--- src/rtl/scs_pkg.sv ---
// Shared types and constants of the scene change score block.
`timescale 1ns / 1ps

package scs_pkg;

  // One pixel pair, co-located in the previous and the current frame.
  typedef struct packed {
    logic [7:0] previous_pixel;
    logic [7:0] current_pixel;
  } pixel_pair_t;

  // One result per completed frame.
  typedef struct packed {
    logic [31:0] frame_sad;
    logic [15:0] mean_difference;
    logic [16:0] change_score;
  } frame_result_t;

  localparam int unsigned DIM_W  = 13;
  localparam int unsigned ADDR_W = 3;

  // Register indexes, taken from paddr[2].
  localparam logic REG_FRAME_WIDTH  = 1'b0;
  localparam logic REG_FRAME_HEIGHT = 1'b1;

  localparam logic [DIM_W-1:0] FRAME_WIDTH_RESET  = 13'd640;
  localparam logic [DIM_W-1:0] FRAME_HEIGHT_RESET = 13'd480;
  localparam logic [DIM_W-1:0] DIM_MAX            = 13'd4096;

  // The score is m * 256 / 100 = (m * 64) / 25. The division by 25 is a
  // multiplication by ceil(2^26 / 25) and a shift by 26, exact for any
  // dividend below 2^22.
  localparam logic [21:0] SCORE_RECIP       = 22'd2684355;
  localparam int unsigned SCORE_RECIP_SHIFT = 26;
  // m at or above this value gives a score of one or more.
  localparam logic [15:0] SCORE_SAT_LIMIT = 16'd25600;
  localparam logic [16:0] SCORE_ONE       = 17'd65536;
  localparam logic [15:0] MEAN_MAX        = 16'hFFFF;

endpackage

--- src/rtl/scene_change_score_top.sv ---
// Scene change score: SAD accumulation, MAFD by shift-subtract division and score by a reciprocal multiplication.
`timescale 1ns / 1ps

// Pixel pairs of the previous and the current frame arrive in raster order, one
// beat per pair. Every pair that is not the last of its frame leaves in_ready
// high for the next pair. The last pair of a frame (frame_width * frame_height
// pixels, each dimension clamped to 1..4096) starts the end-of-frame work,
// during which in_ready is low: restoring division for the MAFD (DIV_MEAN),
// forming the score operand (SCORE_SETUP), the score, a multiplication by the
// reciprocal of 25 (SCORE_MUL), and loading the result (FINISH), which waits
// while an earlier result still sits in the output register.
// The MAFD division runs on a shift-subtract unit, one quotient bit per cycle.
// Pixel beats are accepted while a result waits to be taken. The MAFD is Q8.8,
// sad * 256 / n truncated and saturated at 0xFFFF; the score is
// min(mafd, |mafd - previous mafd|) / 100 in Q0.16, truncated and saturated at
// 65536. The first frame after reset compares against a previous MAFD of
// zero. Writes to frame_width (address 0) and frame_height (address 4) take
// effect at once and belong in idle periods.
module scene_change_score_top (
  input  logic                       clk,
  input  logic                       rst,
  // Pixel pair input channel.
  input  logic                       in_valid,
  output logic                       in_ready,
  input  scs_pkg::pixel_pair_t       in_data,
  // Result output channel.
  output logic                       out_valid,
  input  logic                       out_ready,
  output scs_pkg::frame_result_t     out_data,
  // APB configuration port.
  input  logic                       psel,
  input  logic                       penable,
  input  logic                       pwrite,
  input  logic [scs_pkg::ADDR_W-1:0] paddr,
  input  logic [31:0]                pwdata,
  output logic [31:0]                prdata,
  output logic                       pready
);

  typedef enum logic [2:0] {
    IDLE,
    DIV_MEAN,
    SCORE_SETUP,
    SCORE_MUL,
    FINISH
  } state_t;

  state_t state;

  // Configuration registers.
  logic [scs_pkg::DIM_W-1:0] frame_width;
  logic [scs_pkg::DIM_W-1:0] frame_height;

  // Frame accumulators and the MAFD kept from the last frame.
  logic [31:0] difference_sum;
  logic [23:0] pixel_count;
  logic [15:0] last_frame_mean;

  // Divider registers: partial remainder, numerator bits still to be
  // shifted in, quotient and the step counter.
  logic [23:0] remainder;
  logic [15:0] numerator;
  logic [15:0] quotient;
  logic [3:0]  step;
  logic [24:0] pixel_total;
  logic        saturate;
  logic [15:0] frame_mean;
  logic [15:0] score_term;
  logic [16:0] score_result;

  logic                      cfg_write;
  logic                      in_fire;
  logic [scs_pkg::DIM_W-1:0] width_clamped;
  logic [scs_pkg::DIM_W-1:0] height_clamped;
  logic [24:0]               frame_size;
  logic [7:0]                pixel_diff;
  logic [31:0]               sum_next;
  logic [24:0]               count_plus_one;
  logic                      frame_last;

  logic [24:0] shifted_rem;
  logic        rem_ge;
  logic [24:0] rem_diff;

  logic [15:0] mean_value;
  logic [15:0] mean_delta;
  logic [15:0] min_term;
  logic [43:0] score_product;
  logic [16:0] score_value;
  logic        out_free;

  assign pready    = 1'b1;
  assign cfg_write = psel && penable && pwrite;
  assign in_ready  = (state == IDLE);
  assign in_fire   = in_valid && in_ready;
  assign out_free  = !out_valid || out_ready;

  always_comb begin
    case (paddr[2])
      scs_pkg::REG_FRAME_WIDTH:  prdata = {19'd0, frame_width};
      scs_pkg::REG_FRAME_HEIGHT: prdata = {19'd0, frame_height};
      default:                   prdata = 32'd0;
    endcase
  end

  // A dimension of zero counts as one and anything above 4096 as 4096.
  always_comb begin
    width_clamped  = frame_width;
    height_clamped = frame_height;
    if (frame_width == '0) begin
      width_clamped = 13'd1;
    end else if (frame_width > scs_pkg::DIM_MAX) begin
      width_clamped = scs_pkg::DIM_MAX;
    end
    if (frame_height == '0) begin
      height_clamped = 13'd1;
    end else if (frame_height > scs_pkg::DIM_MAX) begin
      height_clamped = scs_pkg::DIM_MAX;
    end
  end

  assign frame_size = {12'd0, width_clamped} * {12'd0, height_clamped};

  // Per-pixel accumulation and end-of-frame detection.
  always_comb begin
    if (in_data.previous_pixel > in_data.current_pixel) begin
      pixel_diff = in_data.previous_pixel - in_data.current_pixel;
    end else begin
      pixel_diff = in_data.current_pixel - in_data.previous_pixel;
    end
    sum_next       = difference_sum + {24'd0, pixel_diff};
    count_plus_one = {1'b0, pixel_count} + 25'd1;
    frame_last     = (count_plus_one >= frame_size);
  end

  // The shift-subtract step. Unless the MAFD saturates, the remainder stays below
  // the divisor, so the shifted value fits in 25 bits.
  always_comb begin
    shifted_rem = {remainder, numerator[15]};
    rem_ge      = (shifted_rem >= pixel_total);
    rem_diff    = shifted_rem - pixel_total;
  end

  // Score operands, formed once the MAFD quotient is complete.
  always_comb begin
    mean_value = saturate ? scs_pkg::MEAN_MAX : quotient;
    if (mean_value > last_frame_mean) begin
      mean_delta = mean_value - last_frame_mean;
    end else begin
      mean_delta = last_frame_mean - mean_value;
    end
    min_term      = (mean_value < mean_delta) ? mean_value : mean_delta;
    score_product = {22'd0, score_term, 6'd0} * {22'd0, scs_pkg::SCORE_RECIP};
    score_value   = saturate ? scs_pkg::SCORE_ONE
                             : {1'b0, score_product[scs_pkg::SCORE_RECIP_SHIFT+15:
                                                    scs_pkg::SCORE_RECIP_SHIFT]};
  end

  always_ff @(posedge clk) begin
    if (rst) begin
      state           <= IDLE;
      frame_width     <= scs_pkg::FRAME_WIDTH_RESET;
      frame_height    <= scs_pkg::FRAME_HEIGHT_RESET;
      difference_sum  <= '0;
      pixel_count     <= '0;
      last_frame_mean <= '0;
      out_valid       <= 1'b0;
      step            <= '0;
      saturate        <= 1'b0;
    end else begin
      if (cfg_write) begin
        case (paddr[2])
          scs_pkg::REG_FRAME_WIDTH:  frame_width  <= pwdata[scs_pkg::DIM_W-1:0];
          scs_pkg::REG_FRAME_HEIGHT: frame_height <= pwdata[scs_pkg::DIM_W-1:0];
          default: ;
        endcase
      end

      // A result taken while a new one is loaded is replaced in FINISH.
      if (out_valid && out_ready && state != FINISH) begin
        out_valid <= 1'b0;
      end

      case (state)
        IDLE: begin
          if (in_fire) begin
            difference_sum <= sum_next;
            if (frame_last) begin
              // The quotient of sum * 256 / n fits in 16 bits exactly when
              // sum / 256 is below n; otherwise the MAFD saturates.
              pixel_total <= count_plus_one;
              remainder   <= sum_next[31:8];
              numerator   <= {sum_next[7:0], 8'd0};
              saturate    <= ({1'b0, sum_next[31:8]} >= count_plus_one);
              step        <= 4'd15;
              state       <= DIV_MEAN;
            end else begin
              pixel_count <= count_plus_one[23:0];
            end
          end
        end
        DIV_MEAN: begin
          remainder <= rem_ge ? rem_diff[23:0] : shifted_rem[23:0];
          numerator <= {numerator[14:0], 1'b0};
          quotient  <= {quotient[14:0], rem_ge};
          step      <= step - 4'd1;
          if (step == '0) begin
            state <= SCORE_SETUP;
          end
        end
        SCORE_SETUP: begin
          // Below 25600, m * 64 / 25 stays under 65536.
          frame_mean <= mean_value;
          score_term <= min_term;
          saturate   <= (min_term >= scs_pkg::SCORE_SAT_LIMIT);
          state      <= SCORE_MUL;
        end
        SCORE_MUL: begin
          score_result <= score_value;
          state        <= FINISH;
        end
        FINISH: begin
          if (out_free) begin
            out_valid                <= 1'b1;
            out_data.frame_sad       <= difference_sum;
            out_data.mean_difference <= frame_mean;
            out_data.change_score    <= score_result;
            last_frame_mean          <= frame_mean;
            difference_sum           <= '0;
            pixel_count              <= '0;
            state                    <= IDLE;
          end
        end
        default: begin
          state <= IDLE;
        end
      endcase
    end
  end

endmodule

--- config.mk ---
export PLATFORM = sky130hd
export DESIGN_NAME = scene_change_score_top
export DESIGN_NICKNAME = d
export VERILOG_FILES = /design/src/rtl/scs_pkg.sv /design/src/rtl/scene_change_score_top.sv
export SDC_FILE = /design/constraint.sdc
export NUM_CORES = 1
export LEC_CHECK = 0
export CAP_MARGIN = 15
export CORE_MARGIN = 2
export CORE_UTILIZATION = 61
export DETAILED_ROUTE_END_ITERATION = 7
export DONT_BUFFER_PORTS = 1
export PLACE_DENSITY = 0.76
export SLEW_MARGIN = 20
export SYNTH_ARGS = -nofsm -noshare
export SYNTH_HDL_FRONTEND = slang
export SYNTH_SLANG_ARGS = --single-unit
--- constraint.sdc ---
create_clock -name clk -period 11.95 [get_ports clk]
set_input_delay 1.195 -clock clk [delete_from_list [all_inputs] [get_ports clk]]
set_output_delay 1.195 -clock clk [all_outputs]
set_load 0.005 [all_outputs]
==> flow_summary.json, run 1 <==
{
  "status": "finished, final reports clean",
  "synth_top_family_by_area": "adder cells",
  "busiest_layer": "met2",
  "cpPeakStageDelay_ns": 0.86,
  "cts_buffer_depth": 3,
  "io_pins": 158,
  "ir_drop_mv": 0.0954,
  "start_kind": "register",
  "required_ns": 12.45,
  "setup_viol": 0,
  "synth.most_common_cell": "inv_1",
  "syn-cell-area_um2": 27500,
  "grt_use_met1": 0.367,
  "grt_first_pass_wirelength_um": 107000,
  "port_buffers": 0,
  "drv_cap": 0,
  "reg2reg_to": "pixel_count[18]",
  "drt-initial-drc-count": 1394,
  "synth_mux_area_frac": 0.0135,
  "vias": 20300,
  "fmax_ghz": 0.0995,
  "ant_nets": 0,
  "cp-startpoint": "frame_width[12]",
  "rsz0062_at_grt": "false",
  "cpMaxStageDelayCell": "and2_1",
  "synth_ff_type": "edfxtp_1",
  "via_per_inst": 5.82,
  "die_area_um2": 46800,
  "grt.met3_usage": 0.0305,
  "die_w_um": 216,
  "ys_async_sr_fraction": 0,
  "powerDensity_nw_per_um2": 86.3,
  "cts_sinks": 294,
  "antenna_found_initial": 0,
  "synth-simple-area-share": 0.137,
  "yosys.area_share.adder": 0.335,
  "synth-edff-count": 187,
  "yosys-top-cells-area": "edfxtp_1 20%, fa_1 17%, ha_1 16%, dfxtp_1 7.8%, inv_1 6.2%",
  "fin_crit_ns": 10.05,
  "ctsRootBufferMaster": "clkbuf_16",
  "crit_type": "reg2reg",
  "synthXorXnorAreaFrac": 0.0426,
  "start_util": 0.620,
  "grt_start_max_net_pins": 113,
  "reg2reg_depth": 29,
  "fin_worst_skew_ns": 0.00923,
  "cts_buffers": 31,
  "grt_overflow_total": 0,
  "worst_pin_slew_ns": 1.05,
  "synthCells": 2910,
  "syn_avg_cell_area_um2": 9.46,
  "crit_path_max_fanout": 26,
  "slew_headroom": 0.297,
  "cts_setup_buffers": 0,
  "cts_hold_buffers": 0,
  "hpwlAfterDp_um": 51800,
  "ctsResizeCount": 0,
  "yosysSeqAreaShare": 0.282,
  "clk_latency_ns": 0.59,
  "cts_tree": "built",
  "wl_per_cell_um": 18.9,
  "syn_to_final_growth_pct": 5.18,
  "finalHoldViolCount": 0,
  "htreeDepth": 1,
  "drv_slew": 0,
  "r2r_start": "frame_width[12]",
  "yosysUniqueCellTypes": 85,
  "core.rowCount": 77,
  "met2_usage": 0.506,
  "ys_ff_latch": 294,
  "clk_pin_slew_ns": 0.07,
  "gp_congestion": 0.944,
  "drive_gt1_frac": 0.0471,
  "r2r_slack_ns": 1.90,
  "fin_cells": 3481,
  "arrival_ns": 10.55,
  "fillers": 3583,
  "die_h_um": 216,
  "drcViolationCount": 0,
  "final_nets": 3518,
  "cp-endpoint": "pixel_count[18]",
  "wirelength_um": 65800,
  "first_pass_iters": 6,
  "synth_top_area_frac": 0.204,
  "period_share": 0.841,
  "synthTopCellsByCount": "453 x inv_1, 362 x ha_1, 280 x nor2_1",
  "yosys.area.top_type": "edfxtp_1",
  "p_total_mw": 2.50,
  "core-area_um2": 44400,
  "p_leak_nw": 13.3,
  "hold_path.class": "reg2reg",
  "placedCellCount": 3423,
  "end_kind": "register",
  "grtUsageTotal": 0.283,
  "crit_top_cell": "fa_1",
  "antennaDiodeCount": 0,
  "setup_tns_ns": 0,
  "ys_warn_count": 0,
  "synth_compound_area_frac": 0.108,
  "grt_pass1_vias": 20500
}
-- metrics by stage --
step / util / hold slack [ns] / worst slack (ns) / cell area (µm²)
2_1_floorplan: - / 0.400 / 2.98 / 27600
3_3_place_gp: 0.628 / 0.400 / 2.22 / 27900
3_5_place_dp: 0.628 / 0.405 / 2.04 / 27900
4_1_cts: 0.652 / 0.419 / 2.03 / 28900
5_1_grt: 0.652 / 0.427 / 1.26 / 28900
6_report: 0.652 / 0.418 / 1.90 / 28900
-- flip-flops by register name (all words and copies together), names as in the netlist --
signal           cells
difference_sum      32
frame_height        13
frame_mean          16
frame_width         13
last_frame_mean     16
numerator            8
out_data            65
out_valid            1
pixel_count         24
pixel_total         25
quotient            16
remainder           24
saturate             1
score_result        17
score_term          16
state                3
step                 4
-- area by class of cell --
type,instances,area (µm²),area share
clock inverters,18,168,0.00579
repair buffers,12,90.1,0.00311
clock buffers,40,871,0.0301
well taps,592,741,0.0256
multi-input cells,2072,17600,0.609
flip-flops and latches,294,7760,0.268
inverters,453,1700,0.0587
-- per-layer routing --
layer	routed length [µm]	part of all wire
met2	33300	0.51
met4	1570	0.024
met1	27500	0.42
met3	3420	0.052
met5	0	0
-- cells in the final DEF, fill, tap and decap left out, drive strengths merged, types with 25 or more instances in the layout --
cell type and count:
a21o 52, a21oi 156, a22oi 38, a31oi 27, clkbuf 40, dfxtp 107
edfxtp 187, fa 234, ha 362, inv 458, nand2 262, nand2b 33
nand3 46, nand4 25, nor2 280, nor2b 41, nor3 41, o21ai 83
xnor2 82, xor2 51
-- power by group --
| group | switching [mW] | internal, mW | total (mW) |
|---|---|---|---|
| sequential | 0.0151 | 1.09 | 1.11 |
| clock | 0.423 | 0.544 | 0.968 |
| combinational | 0.248 | 0.175 | 0.423 |
-- critical path: cells and delay by family, from the launching register on --
family / cells / cell delay, ns
AO/OA/AOI/OAI: 12 / 3.22
adder cells (fa/ha/maj): 7 / 3.15
AND/OR/NAND/NOR: 6 / 2.05
flip-flops: 1 / 0.77
buffers and inverters: 3 / 0.63
XOR/XNOR: 1 / 0.17
-- how the worst min path moves through the flow --
stage	startpoint	endpoint	slack [ns]	cells past startpoint
after floorplan	score_result[0]	out_data[0]	0.40	0
after global placement	score_result[16]	out_data[16]	0.40	0
after detailed placement	score_result[14]	out_data[14]	0.40	0
after CTS	score_result[14]	out_data[14]	0.42	0
after global routing	score_result[9]	out_data[9]	0.43	0
final	score_result[11]	out_data[11]	0.42	0
-- logic make-up after synthesis --
family / Yosys count
mux: 35
other cells: 2
flops: 294
fa+ha+maj: 596
simple gates: 827
xor+xnor: 133
compound gates: 461
buf+inv: 562
Note: power is estimated with default switching activity, not from simulation.
==> inputs of run 2 (changes only) <==
Clock period 11.95 ns to 10.2 ns, I/O delays scaled along.
==> run 2 against run 1 <==
Compared with the run above: sequential share of layout area is 0.17 points lower; count of clock-buffer cells in the layout is 8 higher; clock power is 33% higher; power is 23% higher; sequential power is 17% higher; cell count is 0.29% higher; combinational power is 17% higher; via count is 0.83% higher; setup slack worse by 1.3 ns; worst hold slack worse by 0.00072 ns; maximum frequency is 5.1% higher.
==> flow_summary.json, run 2 (same netlist as run 1, synthesis figures left out) <==
{
  "status": "finished, final reports clean",
  "rsz0062_at_grt": "false",
  "ir_drop_mv": 0.116,
  "cpPeakStageDelay_ns": 0.76,
  "antenna_found_initial": 0,
  "place_area_um2": 27900,
  "reg_top3": "out_data (65), difference_sum (32), pixel_total (25)",
  "drt-initial-drc-count": 1456,
  "die_area_um2": 46800,
  "grt_start_max_net_pins": 113,
  "p_leak_nw": 13.4,
  "cts_buffers": 35,
  "cts_sinks": 294,
  "grt_pass1_vias": 20900,
  "layout_commonest_cell": "inv_1",
  "grtUsageTotal": 0.283,
  "wl_per_cell_um": 18.7,
  "setup_tns_ns": 0,
  "drv_slew": 0,
  "switching_share": 0.272,
  "grt_use_met1": 0.365,
  "largest_register": "out_data",
  "clk_pin_slew_ns": 0.06,
  "fin_cells": 3491,
  "placedCellCount": 3427,
  "grt.met3_usage": 0.0368,
  "fin_ws_ns": 0.642,
  "drive_gt1_frac": 0.0500,
  "p_sw_mw": 0.840,
  "vias": 20400,
  "first_pass_iters": 6,
  "fillers": 3597,
  "grt_overflow_total": 0,
  "fin_worst_skew_ns": 0.0256,
  "cpMaxStageDelayCell": "dfxtp_1",
  "seqPwrFrac": 0.421,
  "arrival_ns": 10.01,
  "most-common-layout-cells": "453 x inv_1, 362 x ha_1, 276 x nor2_1, 262 x nand2_1, 234 x fa_1",
  "syn_to_final_growth_pct": 5.84,
  "slew_headroom": 0.327,
  "post-place-ws_ns": 0.782,
  "gp_congestion": 0.944,
  "htreeDepth": 2,
  "end_kind": "register",
  "core.rowCount": 77,
  "final_nets": 3526,
  "hold_path.class": "reg2reg",
  "drcViolationCount": 0,
  "largest_reg_flops": 65,
  "fmax_ghz": 0.105,
  "period_share": 0.937,
  "worst_pin_slew_ns": 0.984,
  "hpwlAfterDp_um": 51400,
  "pwr-share-comb": 0.160,
  "stdcell_area_um2": 29100,
  "wirelength_um": 65300,
  "start_util": 0.620,
  "multi_input_area_um2": 17600,
  "crit_path_max_fanout": 22,
  "p_clk_frac": 0.419,
  "required_ns": 10.65,
  "powerDensity_nw_per_um2": 106,
  "ant_nets": 0,
  "core-area_um2": 44400,
  "die_w_um": 216,
  "port_buffers": 0,
  "finalHoldViolCount": 0,
  "fin_crit_ns": 9.56,
  "busiest_layer": "met2",
  "ctsRootBufferMaster": "clkbuf_16",
  "met2_usage": 0.493,
  "drv_cap": 0,
  "start_kind": "register",
  "io_pins": 158,
  "crit_top_cell": "fa_1",
  "whs_ns": 0.417,
  "die_h_um": 216,
  "internal_power_mw": 2.24,
  "crit_type": "reg2reg",
  "cts_buffer_depth": 3,
  "cts_setup_buffers": 0,
  "layout.area.seq_um2": 7760,
  "ctsResizeCount": 0,
  "antennaDiodeCount": 0,
  "grt_first_pass_wirelength_um": 106000,
  "cts_hold_buffers": 0,
  "cts_tree": "built",
  "p_total_mw": 3.08,
  "setup_viol": 0,
  "clk_latency_ns": 0.57,
  "finish.utilization": 0.656,
  "via_per_inst": 5.85
}
## run 2: power groups by stage
stage	Combinational, mW	Sequential, mW	Clock [mW]
3_5_place_dp	0.490	1.32	0
5_1_grt	0.566	1.30	1.36
4_1_cts	0.495	1.30	1.31
2_1_floorplan	0.398	1.31	0
3_3_place_gp	0.469	1.32	0
6_report	0.493	1.30	1.29
## run 2: worst paths after layout
path	startpoint	cells past startpoint	slack (ns)	endpoint
worst max-delay path	frame_width[12]	30	0.64	pixel_count[18]
worst min-delay path	score_result[8]	0	0.42	out_data[8]
worst max register to register	frame_width[12]	30	0.64	pixel_count[18]
worst min register to register	score_result[8]	0	0.42	out_data[8]
## run 2: final cells by class
cell class | count | area share
flip-flops and latches | 294 | 0.266
repair buffers | 16 | 0.00412
well taps | 592 | 0.0254
inverters | 453 | 0.0584
multi-input cells | 2072 | 0.605
clock inverters | 16 | 0.00631
clock buffers | 48 | 0.0345
## run 2: layer usage
metal | vias to the layer above | part of all wire
li1 | 9590 | -
met1 | 10000 | 0.41
met2 | 662 | 0.50
met3 | 141 | 0.059
met4 | 0 | 0.031
met5 | - | 0
## run 2: worst max-delay path, delay by kind of cell (launching register included)
kind	cells	cell delay (ns)
AO/OA/AOI/OAI	11	2.52
buffers and inverters	5	1.01
adder cells (fa/ha/maj)	7	3.22
AND/OR/NAND/NOR	6	1.76
flip-flops	1	0.76
XOR/XNOR	1	0.16
